<file path="src/rtl/mexp_pkg.sv">
// Package: modulus constants and sequencer state type for the modular exponentiation unit.
package mexp_pkg;

    // Prime modulus 1e9 + 7
    localparam logic [29:0] PrimeMod = 30'd1000000007;

    // Barrett constant floor(2^60 / PrimeMod)
    localparam logic [30:0] BarrettMu = 31'd1152921496;

    // Sequencer states: one modular product is MUL, QEST, QMUL, FIX
    typedef enum logic [2:0] {
        ST_IDLE,
        ST_MUL,
        ST_QEST,
        ST_QMUL,
        ST_FIX,
        ST_DONE
    } t_state;

endpackage

</file>
<file path="src/rtl/modular_exponentiation_unit.sv">
// Top level: square-and-multiply modular exponentiation modulo 1e9 + 7.
//
// Computes base^exponent mod 1000000007, scanning the low EXP_BITS bits of the
// exponent from the top down (a zero exponent gives 1). Every modular product
// runs through one shared 31x31 multiplier, used three times (the product and
// two Barrett reduction steps) and followed by a subtract-and-correct step; a
// product passes through the MUL, QEST, QMUL and FIX states. Each exponent bit
// costs one squaring, plus one multiply by the base when the bit is set.
// The input side is not ready while an item is in progress. A finished result
// sits in an output register, and the next item is accepted while it waits.
module modular_exponentiation_unit
    import mexp_pkg::*;
#(
    parameter int EXP_BITS = 63
) (
    input  logic        i_clk,
    input  logic        i_rst_n,
    input  logic        i_s_tvalid,
    output logic        o_s_tready,
    input  logic [95:0] i_s_tdata,   // [29:0] base, [92:30] exponent, [95:93] zero
    output logic        o_m_tvalid,
    input  logic        i_m_tready,
    output logic [31:0] o_m_tdata    // [29:0] power, [31:30] zero
);

    localparam int CntW = (EXP_BITS > 1) ? $clog2(EXP_BITS) : 1;
    localparam logic [CntW-1:0] LastBit = CntW'(EXP_BITS - 1);
    localparam logic [31:0] PrimeMod32 = {2'b00, PrimeMod};
    localparam logic [31:0] PrimeMod2x = {1'b0, PrimeMod, 1'b0};

    // Control registers
    t_state r_state, n_state;
    logic   r_out_valid, n_out_valid;

    // Payload registers
    logic                r_is_sq, n_is_sq;
    logic [CntW-1:0]     r_cnt, n_cnt;
    logic [EXP_BITS-1:0] r_exp, n_exp;
    logic [29:0]         r_base, n_base;
    logic [29:0]         r_acc, n_acc;
    logic [61:0]         r_prod, n_prod;
    logic [31:0]         r_xlo, n_xlo;
    logic [29:0]         r_power, n_power;

    logic        w_accept;
    logic        w_out_take;
    logic        w_do_mul;
    logic [29:0] w_base_in;
    logic [29:0] w_base_red;
    logic [63:0] w_exp_wide;
    logic [30:0] w_op_a;
    logic [30:0] w_op_b;
    logic [61:0] w_mult;
    logic [31:0] w_rem;
    logic [31:0] w_rem1;
    logic [31:0] w_rem2;
    logic [29:0] w_fix;

    assign o_s_tready = (r_state == ST_IDLE);
    assign w_accept   = i_s_tvalid && o_s_tready;
    assign w_out_take = r_out_valid && i_m_tready;
    assign o_m_tvalid = r_out_valid;
    assign o_m_tdata  = {2'b00, r_power};

    // Input unpacking: base reduced below the modulus, exponent masked to EXP_BITS
    assign w_base_in  = i_s_tdata[29:0];
    assign w_base_red = (w_base_in >= PrimeMod) ? (w_base_in - PrimeMod) : w_base_in;
    assign w_exp_wide = {1'b0, i_s_tdata[92:30]};

    // Set bit pending multiply after the current squaring
    assign w_do_mul = r_is_sq && r_exp[EXP_BITS-1];

    // Shared multiplier operand select
    always_comb begin
        case (r_state)
            ST_MUL: begin
                w_op_a = {1'b0, r_acc};
                w_op_b = r_is_sq ? {1'b0, r_acc} : {1'b0, r_base};
            end
            ST_QEST: begin
                w_op_a = r_prod[59:29];
                w_op_b = BarrettMu;
            end
            ST_QMUL: begin
                w_op_a = r_prod[61:31];
                w_op_b = {1'b0, PrimeMod};
            end
            default: begin
                w_op_a = '0;
                w_op_b = '0;
            end
        endcase
    end

    assign w_mult = 62'(w_op_a) * 62'(w_op_b);

    // Barrett remainder is below 3p; fold it back below p
    assign w_rem  = r_xlo - r_prod[31:0];
    assign w_rem1 = w_rem - PrimeMod32;
    assign w_rem2 = w_rem - PrimeMod2x;
    always_comb begin
        if (w_rem >= PrimeMod2x) begin
            w_fix = w_rem2[29:0];
        end else if (w_rem >= PrimeMod32) begin
            w_fix = w_rem1[29:0];
        end else begin
            w_fix = w_rem[29:0];
        end
    end

    // Next state
    always_comb begin
        n_state = r_state;
        case (r_state)
            ST_IDLE: begin
                if (w_accept) n_state = ST_MUL;
            end
            ST_MUL:  n_state = ST_QEST;
            ST_QEST: n_state = ST_QMUL;
            ST_QMUL: n_state = ST_FIX;
            ST_FIX: begin
                if (w_do_mul) begin
                    n_state = ST_MUL;
                end else if (r_cnt == '0) begin
                    n_state = ST_DONE;
                end else begin
                    n_state = ST_MUL;
                end
            end
            ST_DONE: begin
                if (!r_out_valid || i_m_tready) n_state = ST_IDLE;
            end
            default: n_state = ST_IDLE;
        endcase
    end

    // Datapath and output register updates
    always_comb begin
        n_out_valid = r_out_valid && !w_out_take;
        n_is_sq     = r_is_sq;
        n_cnt       = r_cnt;
        n_exp       = r_exp;
        n_base      = r_base;
        n_acc       = r_acc;
        n_prod      = r_prod;
        n_xlo       = r_xlo;
        n_power     = r_power;
        case (r_state)
            ST_IDLE: begin
                if (w_accept) begin
                    n_acc   = 30'd1;
                    n_base  = w_base_red;
                    n_exp   = w_exp_wide[EXP_BITS-1:0];
                    n_cnt   = LastBit;
                    n_is_sq = 1'b1;
                end
            end
            ST_MUL: begin
                n_prod = w_mult;
            end
            ST_QEST: begin
                n_xlo  = r_prod[31:0];
                n_prod = w_mult;
            end
            ST_QMUL: begin
                n_prod = w_mult;
            end
            ST_FIX: begin
                n_acc = w_fix;
                if (w_do_mul) begin
                    n_is_sq = 1'b0;
                end else begin
                    n_is_sq = 1'b1;
                    n_exp   = r_exp << 1;
                    n_cnt   = r_cnt - 1'b1;
                end
            end
            ST_DONE: begin
                if (!r_out_valid || i_m_tready) begin
                    n_out_valid = 1'b1;
                    n_power     = r_acc;
                end
            end
            default: ;
        endcase
    end

    // Control registers
    always_ff @(posedge i_clk) begin
        if (!i_rst_n) begin
            r_state     <= ST_IDLE;
            r_out_valid <= 1'b0;
        end else begin
            r_state     <= n_state;
            r_out_valid <= n_out_valid;
        end
    end

    // Payload registers
    always_ff @(posedge i_clk) begin
        r_is_sq <= n_is_sq;
        r_cnt   <= n_cnt;
        r_exp   <= n_exp;
        r_base  <= n_base;
        r_acc   <= n_acc;
        r_prod  <= n_prod;
        r_xlo   <= n_xlo;
        r_power <= n_power;
    end

endmodule

</file>
<file path="config.mk">
export PLATFORM = sky130hd
export DESIGN_NAME = modular_exponentiation_unit
export DESIGN_NICKNAME = d
export VERILOG_FILES = /design/src/rtl/mexp_pkg.sv /design/src/rtl/modular_exponentiation_unit.sv
export SDC_FILE = /design/constraint.sdc
export NUM_CORES = 2
export LEC_CHECK = 0
export BUFFER_PORTS_ARGS = -buffer_cell sky130_fd_sc_hd__clkbuf_2
export CORE_MARGIN = 2
export CORE_UTILIZATION = 65
export CTS_CLUSTER_SIZE = 8
export DETAILED_ROUTE_END_ITERATION = 6
export PLACE_DENSITY = 0.83
export SETUP_SLACK_MARGIN = 0.2
export SYNTH_ARGS = -nofsm -noshare
export SYNTH_HDL_FRONTEND = slang
export SYNTH_SLANG_ARGS = --single-unit
</file>
<file path="constraint.sdc">
create_clock -name i_clk -period 15.9 [get_ports i_clk]
set_clock_uncertainty 0.05 [all_clocks]
set_input_delay 3.18 -clock i_clk [delete_from_list [all_inputs] [get_ports i_clk]]
set_output_delay 3.18 -clock i_clk [all_outputs]
set_load 0.03 [all_outputs]
</file>
Word-level counts from Yosys, hierarchy flattened
Cells that the tools add are included.
{"block": "word_totals", "ff_bits": 258, "input_bits": 100, "output_inout_bits": 34}
{"block": "op_classes", "addsub": 5, "n_mul": 1, "magnitude_cmp": 3, "n_eq_ne": 8, "muxes": 24, "reduce_logical": 16}
{"operator": "$pmux W31 S3", "count": 2}
{"operator": "$mux W30", "count": 5}
{"operator": "$mux W63", "count": 2}
{"operator": "$pmux W63 S2", "count": 1}
{"operator": "$sub A30 B30 Y30 const B", "count": 3}
{"operator": "$mul A31 B31 Y62", "count": 1}
{"operator": "$pmux W30 S2", "count": 1}
{"operator": "$ge A32 B30 Y1 const B", "count": 1}
{"operator": "$ge A32 B31 Y1 const B", "count": 1}
{"operator": "$sub A32 B32 Y32", "count": 1}
{"operator": "$ge A30 B30 Y1 const B", "count": 1}
{"operator": "$pmux W3 S6", "count": 1}
{"operator": "$mux W3", "count": 4}
{"operator": "$mux W6", "count": 2}
{"operator": "$pmux W6 S2", "count": 1}
{"operator": "$reduce_and A2 Y1", "count": 4}
{"operator": "$eq A3 B2 Y1 const B", "count": 2}
{"operator": "$eq A3 B3 Y1 const B", "count": 2}
{"operator": "$logic_not A6 Y1", "count": 1}
{"operator": "$sub A6 B1 Y6 const B", "count": 1}
{"operator": "$logic_and A1 B1 Y1", "count": 4}
{"operator": "$mux W1", "count": 4}
{"operator": "$ne A2 B2 Y1 const B", "count": 2}
{"operator": "$eq A3 B1 Y1 const B", "count": 1}
{"operator": "other kinds (8)", "count": 9}

Logic depth before layout (Yosys ltp)
{"block": "logic_depth", "ltp_word": 5, "depth_mapped": 37, "depth_no_buf": 32}

Least setup slack after synthesis
Ideal clock, no wire load.
{"block": "synth_path", "kind": "register to register", "startpoint": "register r_state[1]", "endpoint": "register r_prod[61], data pin", "arrival_time_ns": 8.977, "required_ns": 15.590, "path_slack_ns": 6.614, "path_stages_with_launch": 34, "path_buffers": 5, "cell_sequence": "dfxtp_1 > clkbuf_1 > nor2b_1 > nand2b_1 > clkbuf_1 > inv_1 > clkbuf_1 > buf_1 > nand2_1 > fa_1 > fa_1 > inv_1 > fa_1 > fa_1 > fa_1 > fa_1 > fa_1 > inv_1 > fa_1 > inv_1 > ha_1 > clkbuf_1 > a21o_1 > a21o_1 > a21oi_1 > o211ai_1 > a221oi_1 > o31ai_1 > o2bb2ai_1 > o41ai_1 > o211ai_1 > a31o_2 > a21oi_1 > xnor2_1"}
{"block": "synth_via", "elab_chain_cells": 3, "elab_cells_between_ends": 6}
{"element": "start, declared", "line": "modular_exponentiation_unit.sv:32", "source": "t_state r_state, n_state;"}
{"element": "start signal, assigned", "line": "modular_exponentiation_unit.sv:194", "source": "r_state <= n_state;"}
{"element": "$eq A3 B2 Y1 / $eq A3 B1 Y1 (equally long branches)", "line": "modular_exponentiation_unit.sv:75", "source": "case (r_state)"}
{"element": "$pmux W31 S3", "line": "modular_exponentiation_unit.sv:75"}
{"element": "$mul A31 B31 Y62 (*)", "line": "modular_exponentiation_unit.sv:95", "source": "assign w_mult = 62'(w_op_a) * 62'(w_op_b);"}
{"element": "via w_mult[61]", "line": "modular_exponentiation_unit.sv:53", "source": "logic [61:0] w_mult;"}
{"element": "end signal, assigned", "line": "modular_exponentiation_unit.sv:206", "source": "r_prod <= n_prod;"}
{"element": "end, declared", "line": "modular_exponentiation_unit.sv:41", "source": "logic [61:0] r_prod, n_prod;"}
Mark *: on every way through the listed nets, which the timed path passes. The rest lies on a longest branch.
A chain may end at the register's enable or synchronous reset.

Final worst setup path
Ends and elaborated chain as after synthesis.

==> metrics.txt <==
# TYPE chip_impl_metric gauge
chip_impl_info{name="endpoint_kind",value="register"} 1
chip_impl_metric{name="cts.reportedPaths.clkPinSlew",unit="ps"} 50
chip_impl_metric{name="holdBufCountCts",unit=""} 0
chip_impl_metric{name="post_layout_nonfiller_instances",unit=""} 5793
chip_impl_metric{name="final_nets",unit=""} 6133
chip_impl_metric{name="antenna_left",unit=""} 0
chip_impl_metric{name="ctsHtreeMaxLevel",unit=""} 2
chip_impl_metric{name="relSlewSlack",unit=""} 0.0280
chip_impl_metric{name="async_flop_share",unit=""} 0
chip_impl_metric{name="syn-cell-area",unit="µm²"} 44500
chip_impl_metric{name="drt_initial_violations",unit=""} 4052
chip_impl_metric{name="clk_latency",unit="ps"} 530
chip_impl_metric{name="maximum_number_of_pins_on_one_net_before_global_route_repair",unit=""} 82
chip_impl_metric{name="vdd_drop_max",unit="mV"} 0.143
chip_impl_metric{name="post_cts_resize_count",unit=""} 0
chip_impl_metric{name="final-setup-viol-count",unit=""} 0
chip_impl_metric{name="placeableCoreArea",unit="µm²"} 67400
chip_impl_metric{name="port_buffers",unit=""} 128
chip_impl_info{name="hold_class",value="register to register"} 1
chip_impl_info{name="mostFrequentLayoutCell",value="sky130_fd_sc_hd__inv_1"} 1
chip_impl_info{name="worstSetupStartpointType",value="register"} 1
chip_impl_metric{name="post_synthesis_sequential_element_count",unit=""} 258
chip_impl_info{name="crit_start",value="r_state[1]$_SDFFE_PN0P_"} 1
chip_impl_metric{name="num_io_pins",unit=""} 134
chip_impl_metric{name="overall_via_count_from_detail_route",unit=""} 35588
chip_impl_metric{name="wire_per_inst",unit="µm"} 23.2
chip_impl_metric{name="design_area",unit="µm²"} 47200
chip_impl_metric{name="ys_seq_area_frac",unit=""} 0.173
chip_impl_info{name="postSynth.topFlopCell",value="sky130_fd_sc_hd__edfxtp_1"} 1
chip_impl_metric{name="fp.dieArea",unit="µm²"} 70500
chip_impl_metric{name="cts_buffer_depth",unit=""} 3
chip_impl_metric{name="place.gp.congestion",unit=""} 1.07
chip_impl_metric{name="drive_above_1_share",unit=""} 0.0793
chip_impl_info{name="crit_path_frequent_cell",value="sky130_fd_sc_hd__fa_1"} 1
chip_impl_info{name="outcome",value="finished, violations left"} 1
chip_impl_info{name="setup.worst_path.class",value="register to register"} 1
chip_impl_info{name="worstSetupEndpoint",value="r_prod[61]$_DFFE_PN_"} 1
chip_impl_metric{name="fmax",unit="MHz"} 86.1
chip_impl_metric{name="worstPathRequired",unit="ps"} 16100
chip_impl_metric{name="placedCellCount",unit=""} 5737
chip_impl_metric{name="postPlaceCellArea",unit="µm²"} 46100
chip_impl_metric{name="initial_antenna_violation_count",unit=""} 7
chip_impl_metric{name="grt_first_pass_wirelength",unit="mm"} 208
chip_impl_info{name="failing_checks",value="design-rule violations"} 1
chip_impl_metric{name="netlist-cell-type-count",unit=""} 82
chip_impl_metric{name="post_synth_inst_count",unit=""} 4880
chip_impl_info{name="cp_slowest_cell",value="sky130_fd_sc_hd__o41ai_1"} 1
chip_impl_metric{name="routed_vias_inst",unit=""} 6.14
chip_impl_info{name="final_cell_mix",value="860 x sky130_fd_sc_hd__inv_1, 838 x sky130_fd_sc_hd__fa_1, 835 x sky130_fd_sc_hd__nand2_1"} 1
chip_impl_metric{name="post-route-drc-count",unit=""} 1
chip_impl_metric{name="drv.max_cap_violation_count",unit=""} 0
chip_impl_metric{name="flow.area_growth_from_synthesis",unit="%"} 6.07
chip_impl_info{name="clock_tree.root_cell",value="sky130_fd_sc_hd__clkbuf_16"} 1
chip_impl_metric{name="arrival_time_of_data_at_the_critical_path_endpoint",unit="ps"} 11810
chip_impl_metric{name="max_slew.worst_pin.slew",unit="ps"} 1460
chip_impl_metric{name="global_route_congestion_overflow_total",unit=""} 0
chip_impl_metric{name="p_leak",unit="nW"} 22.5
chip_impl_metric{name="finalWirelength",unit="mm"} 134
chip_impl_metric{name="start_util",unit=""} 0.660
chip_impl_info{name="r2r_end",value="r_prod[61]$_DFFE_PN_"} 1
chip_impl_metric{name="die_x",unit="µm"} 266
chip_impl_metric{name="grt_use_total",unit=""} 0.390
chip_impl_metric{name="die_h",unit="µm"} 266
chip_impl_metric{name="worst_path_largest_cell_delay",unit="ps"} 690
chip_impl_info{name="tritoncts",value="yes"} 1
chip_impl_info{name="regToRegStartpoint",value="r_state[1]$_SDFFE_PN0P_"} 1
chip_impl_metric{name="slew_violations",unit=""} 0
chip_impl_metric{name="ys_warn_count",unit=""} 0
chip_impl_metric{name="rows",unit=""} 95
chip_impl_metric{name="period_needed",unit="ps"} 11610
chip_impl_metric{name="power-per-cell-area",unit="nW/µm²"} 129
chip_impl_metric{name="number_of_buffers_created_by_cts",unit=""} 38
chip_impl_metric{name="synth_edf_count",unit=""} 254
chip_impl_metric{name="timing.setup.tns",unit="ps"} 0
chip_impl_metric{name="syn_area_per_cell",unit="µm²"} 9.11
chip_impl_metric{name="drt_pass1_iterations",unit=""} 7
chip_impl_metric{name="grt_pass1_vias",unit=""} 37071
chip_impl_metric{name="cts.sinks",unit=""} 258
chip_impl_metric{name="fill_cells",unit=""} 4931
chip_impl_info{name="grt_setup_unrepaired",value="false"} 1
chip_impl_metric{name="worst_reg_to_reg_cells",unit=""} 34
chip_impl_metric{name="hold_viol",unit=""} 0
chip_impl_metric{name="timing.final.crit_share",unit=""} 0.730
chip_impl_metric{name="postCtsSetupRepairBufs",unit=""} 0
chip_impl_metric{name="regToRegSetupSlack",unit="ps"} 4290
chip_impl_metric{name="path_max_fanout",unit=""} 55
chip_impl_metric{name="place_hpwl",unit="mm"} 105
[critical path, delay by kind of cell (launching register included)]
kind            cells  cell delay, ps
fa+ha+maj           9            4420
compound gates     12            3200
buf+inv             9            2110
simple gates        3             790
flops               1             590
xor+xnor            1             110
[state kept, by name (all words and copies together), names as in the netlist]
| name | cells |
|---|---|
| r_xlo | 32 |
| r_exp | 63 |
| r_power | 30 |
| r_cnt | 6 |
| o_m_tvalid | 1 |
| r_prod | 62 |
| r_state | 3 |
| r_acc | 30 |
| r_is_sq | 1 |
| r_base | 30 |
[logic make-up after synthesis]
logic type,synth area share
flops,0.173
mux,0.0181
other cells,0.000169
xor+xnor,0.0240
simple gates,0.155
compound gates,0.0746
buf+inv,0.0952
fa+ha+maj,0.459
[worst min-delay path by stage]
stage | end | from | slack [ps] | cells past startpoint
5_1_grt | r_xlo[27]$_DFFE_PN_ | r_prod[27]$_DFFE_PN_ | 410 | 0
4_1_cts | r_xlo[2]$_DFFE_PN_ | r_prod[2]$_DFFE_PN_ | 390 | 0
3_5_place_dp | r_xlo[2]$_DFFE_PN_ | r_prod[2]$_DFFE_PN_ | 380 | 0
2_1_floorplan | r_xlo[10]$_DFFE_PN_ | r_prod[10]$_DFFE_PN_ | 380 | 0
3_3_place_gp | r_xlo[1]$_DFFE_PN_ | r_prod[1]$_DFFE_PN_ | 380 | 0
6_report | r_xlo[1]$_DFFE_PN_ | r_prod[1]$_DFFE_PN_ | 390 | 0
[metal layers]
layer,up-vias,part of all wire,GRT usage
li1,15189,-,-
met1,17566,0.35,0.477
met2,2247,0.45,0.622
met3,576,0.12,0.112
met4,10,0.074,0.226
met5,-,0.00074,0
[Yosys cell counts (all sizes together) (38+ instances only)]
cell	instances	share of area
clkbuf	213	0.018
nand3	39	0.0044
a21oi	166	0.019
edfxtp	254	0.17
xnor2	84	0.017
nand2	837	0.071
and2	45	0.0063
mux2	50	0.013
fa	838	0.38
o21ai	83	0.0095
nor2	572	0.048
buf	40	0.0045
inv	861	0.073
ha	291	0.082
nor3	45	0.0051
xor2	38	0.0075
a21o	79	0.013
[through the flow]
stage | setup slack [ps] | util | hold WS, ps | power [W]
detailed placement | 4510 | 0.684 | 383 | 0.00519
CTS | 4490 | 0.700 | 394 | 0.00597
floorplan | 6610 | - | 376 | 0.00399
finish | 4290 | 0.700 | 393 | 0.00609
global route | 3890 | 0.700 | 407 | 0.00647
global placement | 4720 | 0.684 | 381 | 0.00511
[power breakdown]
| part | total, W | leakage (nW) | switching, W | internal, W |
|---|---|---|---|---|
| clock network | 0.000753 | 0.510 | 0.000307 | 0.000446 |
| logic | 0.00428 | 19.5 | 0.00276 | 0.00152 |
| registers | 0.00105 | 2.43 | 0.0000953 | 0.000958 |
| total | 0.00609 | 22.5 | 0.00317 | 0.00292 |
[cell type report]
cell class | count | area, µm² | share of cell area
multi-input cells | 3514 | 32700 | 0.692
flip-flops and latches | 258 | 7710 | 0.163
inverters | 861 | 3230 | 0.0685
repair buffers | 231 | 1410 | 0.0300
well taps | 873 | 1090 | 0.0232
clock buffers | 52 | 1020 | 0.0217
clock inverters | 3 | 36.3 | 0.000769
diodes | 1 | 2.50 | 0.0000531
Power figures use the tool's default switching activity.
